### src/rtl/cir_pkg.sv
// package for the chunked image reassembly block
// holds packet constants, event codes and the result record type; no dependencies
`default_nettype none

package cir_pkg;

  // default sizing
  localparam int MAX_CHUNKS_DEFAULT  = 128;
  localparam int IMAGE_BYTES_DEFAULT = 2400;

  // packet type bytes and lengths
  localparam logic [7:0] KIND_IMAGE  = 8'h01;
  localparam logic [7:0] KIND_META   = 8'h02;
  localparam logic [7:0] TOTAL_LIMIT = 8'd128;
  localparam logic [7:0] META_LEN    = 8'd8;
  localparam logic [7:0] HEADER_LEN  = 8'd5;

  // header byte positions
  localparam logic [7:0] POS_CHUNK_LO = 8'd1;
  localparam logic [7:0] POS_CHUNK_HI = 8'd2;
  localparam logic [7:0] POS_TOTAL_LO = 8'd3;
  localparam logic [7:0] POS_TOTAL_HI = 8'd4;

  // chunk size after reset
  localparam logic [7:0] CHUNK_BYTES_RESET = 8'd200;

  // result queue depth
  localparam int QUEUE_DEPTH = 4;

  typedef enum logic [1:0] {
    EV_WRITE    = 2'd0,
    EV_META     = 2'd1,
    EV_COMPLETE = 2'd2
  } event_kind_t;

  typedef struct packed {
    event_kind_t event_kind;
    logic [11:0] write_addr;
    logic [7:0]  write_data;
    logic [15:0] mean_delta;
    logic [7:0]  peak_delta;
    logic [15:0] changed_count;
    logic [7:0]  grey_level;
    logic        sent_flag;
    logic [7:0]  total_chunks_out;
  } result_t;

endpackage

`default_nettype wire

### src/rtl/chunked_image_reassembly.sv
// Latency: the results of an accepted byte enter the result queue at the accepting edge
// and are offered on the output from the next cycle if the queue held no older results.
// Throughput: one byte per cycle; a byte causes at most two results, and in_ready drops
// while the four-entry result queue holds more than two results.
// Reset (rst, synchronous): clears packet and image state, the chunk bitmap and the queue,
// and sets chunk_bytes to 200.
// top level of the chunked image reassembly block
// depends on cir_pkg
`default_nettype none

module chunked_image_reassembly
  import cir_pkg::*;
#(
  parameter int MAX_CHUNKS  = MAX_CHUNKS_DEFAULT,
  parameter int IMAGE_BYTES = IMAGE_BYTES_DEFAULT
) (
  input  wire logic        clk,
  input  wire logic        rst,
  // configuration
  input  wire logic        cfg_write_en,
  input  wire logic [7:0]  cfg_write_data,
  // input channel
  input  wire logic        in_valid,
  output logic             in_ready,
  input  wire logic [7:0]  data_byte,
  input  wire logic        end_of_packet,
  // output channel
  output logic             out_valid,
  input  wire logic        out_ready,
  output logic [1:0]       event_kind,
  output logic [11:0]      write_addr,
  output logic [7:0]       write_data,
  output logic [15:0]      mean_delta,
  output logic [7:0]       peak_delta,
  output logic [15:0]      changed_count,
  output logic [7:0]       grey_level,
  output logic             sent_flag,
  output logic [7:0]       total_chunks_out
);

  localparam int IDX_W = (MAX_CHUNKS > 1) ? $clog2(MAX_CHUNKS) : 1;
  localparam int QP_W  = $clog2(QUEUE_DEPTH);
  localparam int QC_W  = $clog2(QUEUE_DEPTH + 1);
  localparam logic [16:0] MAX_CHUNKS_V  = 17'(MAX_CHUNKS);
  localparam logic [16:0] IMAGE_BYTES_V = 17'(IMAGE_BYTES);
  localparam logic [QC_W-1:0] QUEUE_ROOM = QC_W'(QUEUE_DEPTH - 2);

  // state
  logic [7:0]            chunk_bytes;
  logic [7:0]            byte_position, byte_position_next;
  logic [7:0]            packet_kind, packet_kind_next;
  logic [15:0]           header_chunk, header_chunk_next;
  logic [7:0]            header_total_lo, header_total_lo_next;
  logic [MAX_CHUNKS-1:0] chunk_seen, chunk_seen_next;
  logic [7:0]            image_total, image_total_next;
  logic [7:0]            chunks_counted, chunks_counted_next;
  logic                  image_active, image_active_next;
  logic                  payload_enable, payload_enable_next;
  logic                  complete_pending, complete_pending_next;
  logic [15:0]           write_pointer, write_pointer_next;
  logic [7:0]            metadata_bytes [6];
  logic                  meta_we;
  logic [2:0]            meta_idx;

  // result queue
  result_t               queue [QUEUE_DEPTH];
  logic [QP_W-1:0]       rd_ptr, wr_ptr;
  logic [QC_W-1:0]       count;

  logic    accept, pop;
  logic    first_valid, cplt_valid;
  result_t first_res, cplt_res;

  // header decision signals
  logic [15:0] total_full;
  logic        total_ok, restart, in_range, seen_bit, take_chunk;
  logic [7:0]  count_base, count_new, total_new;
  logic [23:0] offset_prod;
  logic [IDX_W-1:0] chunk_idx;

  assign accept   = in_valid && in_ready;
  assign pop      = out_valid && out_ready;
  assign in_ready = (count <= QUEUE_ROOM);

  // header decision on the high total byte
  always_comb begin
    total_full  = {data_byte, header_total_lo};
    total_ok    = (total_full <= {8'd0, TOTAL_LIMIT});
    restart     = !image_active || (total_full != {8'd0, image_total});
    in_range    = ({1'b0, header_chunk} < MAX_CHUNKS_V);
    chunk_idx   = header_chunk[IDX_W-1:0];
    seen_bit    = restart ? 1'b0 : chunk_seen[chunk_idx];
    take_chunk  = in_range && !seen_bit;
    count_base  = restart ? 8'd0 : chunks_counted;
    count_new   = (take_chunk && count_base != 8'hFF) ? count_base + 8'd1 : count_base;
    total_new   = restart ? total_full[7:0] : image_total;
    offset_prod = header_chunk * {8'd0, chunk_bytes};
  end

  // per-byte update and result formation
  always_comb begin
    byte_position_next    = byte_position;
    packet_kind_next      = packet_kind;
    header_chunk_next     = header_chunk;
    header_total_lo_next  = header_total_lo;
    chunk_seen_next       = chunk_seen;
    image_total_next      = image_total;
    chunks_counted_next   = chunks_counted;
    image_active_next     = image_active;
    payload_enable_next   = payload_enable;
    complete_pending_next = complete_pending;
    write_pointer_next    = write_pointer;
    meta_we               = 1'b0;
    meta_idx              = 3'(byte_position - 8'd1);
    first_valid           = 1'b0;
    first_res             = '0;
    cplt_valid            = 1'b0;
    cplt_res              = '0;

    if (byte_position == 8'd0) begin
      packet_kind_next = data_byte;
    end else if (packet_kind == KIND_IMAGE && byte_position < HEADER_LEN) begin
      case (byte_position)
        POS_CHUNK_LO: header_chunk_next[7:0]  = data_byte;
        POS_CHUNK_HI: header_chunk_next[15:8] = data_byte;
        POS_TOTAL_LO: header_total_lo_next    = data_byte;
        default: begin
          // take the header: restart, mark the chunk, check completion
          if (total_ok) begin
            if (restart) begin
              chunk_seen_next = '0;
            end
            if (take_chunk) begin
              chunk_seen_next[chunk_idx] = 1'b1;
              payload_enable_next        = 1'b1;
              write_pointer_next = (offset_prod > 24'h00FFFF) ? 16'hFFFF : offset_prod[15:0];
            end
            image_total_next    = total_new;
            chunks_counted_next = count_new;
            if (count_new == total_new) begin
              complete_pending_next = 1'b1;
              image_active_next     = 1'b0;
            end else begin
              image_active_next = 1'b1;
            end
          end
        end
      endcase
    end else if (packet_kind == KIND_IMAGE && payload_enable) begin
      // payload byte write
      if ({1'b0, write_pointer} < IMAGE_BYTES_V) begin
        first_valid          = 1'b1;
        first_res.event_kind = EV_WRITE;
        first_res.write_addr = write_pointer[11:0];
        first_res.write_data = data_byte;
      end
      if (write_pointer != 16'hFFFF) begin
        write_pointer_next = write_pointer + 16'd1;
      end
    end else if (packet_kind == KIND_META && byte_position < META_LEN - 8'd1) begin
      meta_we = 1'b1;
    end else if (packet_kind == KIND_META && byte_position == META_LEN - 8'd1 &&
                 end_of_packet) begin
      // metadata record
      first_valid             = 1'b1;
      first_res.event_kind    = EV_META;
      first_res.mean_delta    = {metadata_bytes[1], metadata_bytes[0]};
      first_res.peak_delta    = metadata_bytes[2];
      first_res.changed_count = {metadata_bytes[4], metadata_bytes[3]};
      first_res.grey_level    = metadata_bytes[5];
      first_res.sent_flag     = (data_byte != 8'd0);
    end

    // end of packet: completion event and packet reset
    if (end_of_packet) begin
      if (complete_pending_next) begin
        cplt_valid                = 1'b1;
        cplt_res.event_kind       = EV_COMPLETE;
        cplt_res.total_chunks_out = image_total_next;
      end
      complete_pending_next = 1'b0;
      payload_enable_next   = 1'b0;
      byte_position_next    = 8'd0;
    end else if (byte_position != 8'hFF) begin
      byte_position_next = byte_position + 8'd1;
    end
  end

  // control state
  always_ff @(posedge clk) begin
    if (rst) begin
      chunk_bytes      <= CHUNK_BYTES_RESET;
      byte_position    <= '0;
      packet_kind      <= '0;
      header_chunk     <= '0;
      header_total_lo  <= '0;
      chunk_seen       <= '0;
      image_total      <= '0;
      chunks_counted   <= '0;
      image_active     <= 1'b0;
      payload_enable   <= 1'b0;
      complete_pending <= 1'b0;
      write_pointer    <= '0;
    end else begin
      if (cfg_write_en) begin
        chunk_bytes <= cfg_write_data;
      end
      if (accept) begin
        byte_position    <= byte_position_next;
        packet_kind      <= packet_kind_next;
        header_chunk     <= header_chunk_next;
        header_total_lo  <= header_total_lo_next;
        chunk_seen       <= chunk_seen_next;
        image_total      <= image_total_next;
        chunks_counted   <= chunks_counted_next;
        image_active     <= image_active_next;
        payload_enable   <= payload_enable_next;
        complete_pending <= complete_pending_next;
        write_pointer    <= write_pointer_next;
      end
    end
  end

  // metadata bytes 1 to 6
  always_ff @(posedge clk) begin
    if (rst) begin
      for (int i = 0; i < 6; i++) begin
        metadata_bytes[i] <= '0;
      end
    end else if (accept && meta_we) begin
      metadata_bytes[meta_idx] <= data_byte;
    end
  end

  // result queue pointers
  always_ff @(posedge clk) begin
    if (rst) begin
      rd_ptr <= '0;
      wr_ptr <= '0;
      count  <= '0;
    end else begin
      if (pop) begin
        rd_ptr <= rd_ptr + QP_W'(1);
      end
      if (accept) begin
        wr_ptr <= wr_ptr + QP_W'(first_valid) + QP_W'(cplt_valid);
      end
      count <= count + (accept ? QC_W'(first_valid) + QC_W'(cplt_valid) : QC_W'(0))
                     - QC_W'(pop);
    end
  end

  // result queue storage
  always_ff @(posedge clk) begin
    if (accept && first_valid) begin
      queue[wr_ptr] <= first_res;
    end
    if (accept && cplt_valid) begin
      queue[wr_ptr + QP_W'(first_valid)] <= cplt_res;
    end
  end

  // output channel
  assign out_valid        = (count != '0);
  assign event_kind       = queue[rd_ptr].event_kind;
  assign write_addr       = queue[rd_ptr].write_addr;
  assign write_data       = queue[rd_ptr].write_data;
  assign mean_delta       = queue[rd_ptr].mean_delta;
  assign peak_delta       = queue[rd_ptr].peak_delta;
  assign changed_count    = queue[rd_ptr].changed_count;
  assign grey_level       = queue[rd_ptr].grey_level;
  assign sent_flag        = queue[rd_ptr].sent_flag;
  assign total_chunks_out = queue[rd_ptr].total_chunks_out;

`ifndef NO_ASSERTIONS
  // queue never overfills
  a_queue_bound: assert property (@(posedge clk) disable iff (rst)
    count <= QC_W'(QUEUE_DEPTH))
    else $error("result queue overfilled");

  // packet position restarts after a last byte
  a_packet_restart: assert property (@(posedge clk) disable iff (rst)
    accept && end_of_packet |=> byte_position == 8'd0)
    else $error("byte position not cleared after end of packet");

  // payload writes only inside an image packet
  a_payload_kind: assert property (@(posedge clk) disable iff (rst)
    payload_enable |-> packet_kind == KIND_IMAGE)
    else $error("payload enabled outside an image packet");

  // a completed image never reports a total above the limit
  a_complete_total: assert property (@(posedge clk) disable iff (rst)
    out_valid && event_kind == EV_COMPLETE |-> total_chunks_out <= TOTAL_LIMIT)
    else $error("complete event with total out of range");

  // no completion pending after the last byte of a packet
  a_pending_clear: assert property (@(posedge clk) disable iff (rst)
    accept && end_of_packet |=> !complete_pending && !payload_enable)
    else $error("packet flags survive end of packet");
`endif

endmodule

`default_nettype wire

### config.mk
export PLATFORM = sky130hd
export DESIGN_NAME = chunked_image_reassembly
export DESIGN_NICKNAME = d
export VERILOG_FILES = /design/src/rtl/cir_pkg.sv /design/src/rtl/chunked_image_reassembly.sv
export SDC_FILE = /design/constraint.sdc
export NUM_CORES = 2
export LEC_CHECK = 0
export BUFFER_PORTS_ARGS = -buffer_cell sky130_fd_sc_hd__clkbuf_2
export CORE_UTILIZATION = 60
export CTS_BUF_LIST = sky130_fd_sc_hd__clkbuf_16
export CTS_CLUSTER_DIAMETER = 150
export DETAILED_ROUTE_END_ITERATION = 12
export GPL_ROUTABILITY_DRIVEN = 0
export PLACE_DENSITY = 0.77
export SLEW_MARGIN = 20
export SYNTH_ARGS = -nofsm -noshare
export SYNTH_HDL_FRONTEND = slang
export SYNTH_SLANG_ARGS = --single-unit
### constraint.sdc
create_clock -name clk -period 9.87 [get_ports clk]
set_input_delay 0.4935 -clock clk [delete_from_list [all_inputs] [get_ports clk]]
set_output_delay 0.4935 -clock clk [all_outputs]
set_load 0.02 [all_outputs]
Yosys cells after proc, flatten, opt, wreduce, memory -nomap -nowiden
Memory sizes are Yosys's and may differ from the RTL's. A register that Yosys moved wholly into a read port is not among the register bits.
Cells that the tools add are included.
W data, S select, Z words.
- register bits after elaboration: 218
- RAM bits: 364
- input bits: 22
- output and inout bits: 81
- logic and storage cells: 173
- memories kept: 2
- add/sub/neg operators: 10
- multipliers: 1
- order comparisons: 9
- equal/unequal tests: 16
- muxes and demuxes: 81
- bitwise operators: 3
- reduce and logical (&&, ||, !) cells: 35
- memory list (memory ; depth ; width ; read ports ; clocked after memory_dff ; wr ports ; RTL line ; RTL):
    queue ; 4 ; 79 ; 1 ; 1 ; 2 ; chunked_image_reassembly.sv:66 ; result_t queue [QUEUE_DEPTH];
    metadata_bytes ; 6 ; 8 ; 6 ; 0 ; 6 ; chunked_image_reassembly.sv:61 ; logic [7:0] metadata_bytes [6];
- operators with widths (cell ; count):
    $mux W128 ; 6
    $mux W49 ; 3
    $mux W71 ; 2
    $or A128 B128 Y128 ; 1
    $mux W16 ; 7
    $mux W8 ; 12
    $mux W1 ; 40
    $mux W20 ; 2
    $eq A8 B2 Y1 const B ; 3
    $gt A24 B16 Y1 const B ; 1
    $mul A16 B8 Y24 ; 1
    $add A16 B1 Y16 const B ; 1
    $add A8 B1 Y8 const B ; 2
    $eq A8 B1 Y1 const B ; 2
    $le A16 B8 Y1 const B ; 1
    $lt A16 B12 Y1 const B ; 1
    $lt A16 B8 Y1 const B ; 1
    $lt A8 B3 Y1 const B ; 2
    $ne A16 B16 Y1 const B ; 1
    $ne A16 B8 Y1 ; 1
    $ne A8 B8 Y1 const B ; 2
    $logic_and A1 B1 Y1 ; 13
    $mux W2 ; 6
    $reduce_and A4 Y1 ; 3
    other kinds (29) ; 41

Depth between registers and ports, before layout
- depth in word-level cells: 19
- depth in mapped cells: 26

Worst setup path after synthesis
OpenSTA, ideal clock, no wires.
- kind: flip-flop to flip-flop
- start point: register header_chunk[0]
- end point: register write_pointer[2]
- library setup time: 0.116 ns
- arrival time: 6.792 ns
- required time: 9.754 ns
- setup slack: 2.962 ns
- stages on the path, launching flop included: 26
- cells stage by stage: dfxtp_1 -> buf_4 -> buf_2 -> buf_2 -> buf_2 -> clkbuf_1 -> nand2_1 -> fa_1 -> fa_1 -> inv_1 -> fa_1 -> inv_1 -> fa_1 -> inv_1 -> ha_1 -> a21oi_1 -> o21ai_0 -> a211oi_1 -> nor2_1 -> or3_1 -> mux2i_1 -> nand4_1 -> or4b_2 -> nor2_1 -> nand2_1 -> o211a_1
- word-level cells in the longest chain between the ends: 7
- ends and longest elaborated chain (what ; RTL line ; RTL):
    start, declared ; chunked_image_reassembly.sv:52 ; logic [15:0] header_chunk, header_chunk_next;
    start signal, assigned ; chunked_image_reassembly.sv:211 ; header_chunk <= header_chunk_next;
    $mul A16 B8 Y24 or $bmux W1 S7 (tied branches) ; chunked_image_reassembly.sv:97, chunked_image_reassembly.sv:92 ;
    $gt A24 B16 Y1 or $mux W1 (tied branches) ; chunked_image_reassembly.sv:136, chunked_image_reassembly.sv:92 ;
    $mux W16 or $mux W1 (tied branches) ; chunked_image_reassembly.sv:136, chunked_image_reassembly.sv:92 ;
    $mux W16 or $logic_not A1 Y1 (tied branches) ; chunked_image_reassembly.sv:133, chunked_image_reassembly.sv:93 ;
    $mux W16 or $logic_and A1 B1 Y1 (tied branches) ; chunked_image_reassembly.sv:129, chunked_image_reassembly.sv:93 ;
    $mux W16 or $ne A2 B2 Y1 (tied branches) ; -- ;
    $mux W16 or $reduce_and A7 Y1 (tied branches) ; -- ;
    end signal, assigned ; chunked_image_reassembly.sv:219 ; write_pointer <= write_pointer_next;
    end, declared ; chunked_image_reassembly.sv:60 ; logic [15:0] write_pointer, write_pointer_next;
Several ways; a longest one is shown, not always the timed one. The select of a mux whose other input is x is not followed.
A chain may end at the register's enable or synchronous reset.

Worst setup path in the final report
Same ends and word-level chain as after synthesis.

==> flow_summary.ini <==
[run_status]
status = completed

[timing]
finalHoldViolCount = 0
holdWs_ps = 99.6
setup_tns_ps = 0
slew_violations = 0
fin_crit_sh_pct = 74.2
final.setup_skew_ps = 23.8
worst_slack_ps = 2540
tightest_slew_ps = 1130
maxSlewHeadroom_pct = 24.6
period_minus_slack_ps = 7330
setup_violations = 0
rsz0062_at_grt = no
max_freq_mhz = 136

[worst_setup_path]
worstPathRequired_ps = 10370
crit_type = flip-flop to flip-flop
critPathTopFamily = adder cells
cp_common_cell = fa_1
slowest_delay_ps = 710
cp_max_fo = 58
crit_arrival_ps = 7830
path_cells = buf_4, nand2_1, fa_1, fa_1, inv_1, fa_1, inv_1, fa_1, inv_1, ha_1, a21oi_1, o21ai_0, a211oi_1, nor2_1, or3_1, mux2i_1, nand4_1, or4b_2, nor2_1, nand2_1, o211a_1
worstSetupStartpointType = flip-flop
critPathBufInv = 4
slowest_stage = or4b_2
end_kind = flip-flop

[floorplan]
rows = 82
pin_count = 103
start_util_pct = 61.1
core-area_mm2 = 0.0503
die-area_mm2 = 0.0521
die_y_um = 228
dieWidth_um = 228

[route]
drt_iter0_drc = 2733
finalWirelength_um = 85200
routed_via_density = 6.26
drc = 0
ant_nets = 0
routedWlPerCell_um = 20.4
vias = 26200
drtPass1Iterations = 9

[job]
cap_violations = 0

[power]
p_clk_share_pct = 44.5
power_density_mw_per_mm2 = 153
internal-power_mw = 3.87
comb_power_share_pct = 6.2
finalPower_mw = 5.09
power_switching_mw = 1.21
switching_share_pct = 23.9
seq_power_share_pct = 49.3
leakage_nw = 12.9
peakVddDrop_v = 0.000148

[global_routing]
grt_pass1_vias = 26000
grt_usage_pct = 32.0
met1_usage_pct = 39.6
busiest_layer = met2
grt_pass1_wl_um = 135000
grt_max_degree = 129
grtUsageMet2_pct = 54.1
grt-ovfl-total = 0
grt_use_met3_pct = 4.99
antenna_found_initial = 1

[layout]
final.fill_count = 4032
seq_area_mm2 = 0.0125
area_delta_synth_final_pct = 8.09
final_common_cell = nor2_1
multi_input_area_mm2 = 0.0165
nNetsFinal = 3627
final_cell_mix = nor2_1, dfxtp_1, nand2_1
finalCoreUtilization_pct = 66.0
layout-drive-gt1-share_pct = 10.6

[logic_synthesis]
synth_seq_cells = 584
ys.flop_type = dfxtp_1
syn_area_per_cell_um2 = 8.68
ys_async_sr_fraction_pct = 0
seq_area_frac_synth_pct = 40.8
synth_edf_count = 84
syn_nets = 3703
yosysWarnings = 0
synth_area_mm2 = 0.0307
syn_inst = 3539
ys_types = 86

[clock_network]
cts_tree = built
ctsResizeCount = 0
clock_latency_ps = 630
ctsHtreeMaxLevel = 2
cts_buffers = 58
post_cts_buffers = 0
clock_sinks = 584
ctsLongestPathBuffers = 3
clk_pin_slew_ps = 60
holdBufCountCts = 0
root_buffer = clkbuf_16

[placed_design]
hpwl_um = 51700
place_ws_ps = 2680
portBuffers = 102

[worst_hold_path]
worst_hold_path_type = primary input to flip-flop
## logic make-up (layout without fill, tap and decap cells)
| family | Yosys count | in the layout | share of synthesized area, % |
|---|---|---|---|
| adders and majority gates | 142 | 142 | 7.86 |
| muxes | 184 | 184 | 9.60 |
| and+or+nand+nor | 1542 | 1542 | 22.4 |
| other | 0 | 1 | 0 |
| buffers and inverters | 419 | 390 | 5.68 |
| xor gates and xnor gates | 39 | 39 | 1.11 |
| AOI/OAI and AO/OA | 629 | 629 | 12.6 |
| DFF | 584 | 584 | 40.8 |
## per-stage QoR
step / instances / instance area (um2)
global placement: 4075 / 31200
CTS: 4182 / 33100
global route: 4182 / 33200
finish: 4183 / 33200
detailed placement: 4075 / 31200
floorplan: 3539 / 30700
## layout make-up
| type | count | share of cell area [%] |
|---|---|---|
| clock buffer | 60 | 4.52 |
| multi-input combinational | 2536 | 49.8 |
| tap | 672 | 2.53 |
| clock inverter | 47 | 1.33 |
| sequential | 584 | 37.8 |
| inverter | 143 | 1.62 |
| timing repair buffer | 140 | 2.43 |
| antenna | 1 | 0.00754 |
## synthesized netlist by cell type (12+ instances only)
cell type,instances,share of area (%)
xnor2_1,24,0.68
nor3_1,205,3.3
fa_1,85,5.5
mux4_2,87,6.4
buf_2,26,0.42
ha_1,57,2.3
nand2_1,495,6.1
a32oi_1,12,0.34
and3_1,18,0.37
buf_6,18,0.66
nor2_1,546,6.7
edfxtp_1,84,8.2
a21oi_1,205,3.3
o21ai_0,179,2.9
nor2b_1,16,0.33
nand3_1,38,0.62
inv_1,140,1.7
mux2i_1,84,2.7
and2_1,116,2.4
a22oi_1,137,3.3
xor2_1,15,0.43
buf_1,13,0.16
clkbuf_1,218,2.7
nand2b_1,13,0.26
dfxtp_1,500,33
or3_1,13,0.26
nor4_1,21,0.43
## registers in the layout, indices dropped and copies added, names as in the netlist, 2 cells and up, named ones only
register / count
header_chunk: 16
rd_ptr: 2
chunks_counted: 8
packet_kind: 8
header_total_lo: 8
chunk_bytes: 8
byte_position: 8
wr_ptr: 2
image_total: 8
write_pointer: 16
queue: 316
count: 3
metadata_bytes: 48
chunk_seen: 128
## worst reg2reg max path, stage by stage, from the launching register on
cell	delay (ps)
dfxtp_2	310
buf_4	600
nand2_1	240
fa_1	540
fa_1	550
inv_1	50
fa_1	520
inv_1	60
fa_1	530
inv_1	40
ha_1	330
a21oi_1	300
o21ai_0	200
a211oi_1	470
nor2_1	120
or3_1	350
mux2i_1	180
nand4_1	110
or4b_2	710
nor2_1	490
nand2_1	250
o211a_1	260
## path summary, 6_finish.rpt
check                                     from                            end  slack [ps]  cells after the start
setup reg to reg  header_chunk[0]$_SDFFE_PP0P_  write_pointer[2]$_SDFFE_PP0P_        2540                     21
setup / recovery  header_chunk[0]$_SDFFE_PP0P_  write_pointer[2]$_SDFFE_PP0P_        2540                     21
hold / removal               cfg_write_data[3]    chunk_bytes[3]$_SDFFE_PP1P_         100                      3
hold reg to reg    image_total[0]$_SDFFE_PP0P_    image_total[0]$_SDFFE_PP0P_         490                      2
## power by group through the flow
stage          Clock, mW  Sequential [mW]  Combinational (mW)
2_1_floorplan          0             2.49               0.271
3_3_place_gp           0             2.56               0.306
3_5_place_dp           0             2.56               0.312
4_1_cts             2.28             2.51               0.313
5_1_grt             2.38             2.51               0.333
6_report            2.26             2.51               0.316
## layer usage
layer	share of wire (%)	vias to the layer above	routed length, um
li1	-	12000	-
met1	39	12700	33100
met2	49	1297	41300
met3	8.5	246	7230
met4	4.2	0	3540
met5	0	-	0
Power figures use the tool's default switching activity.
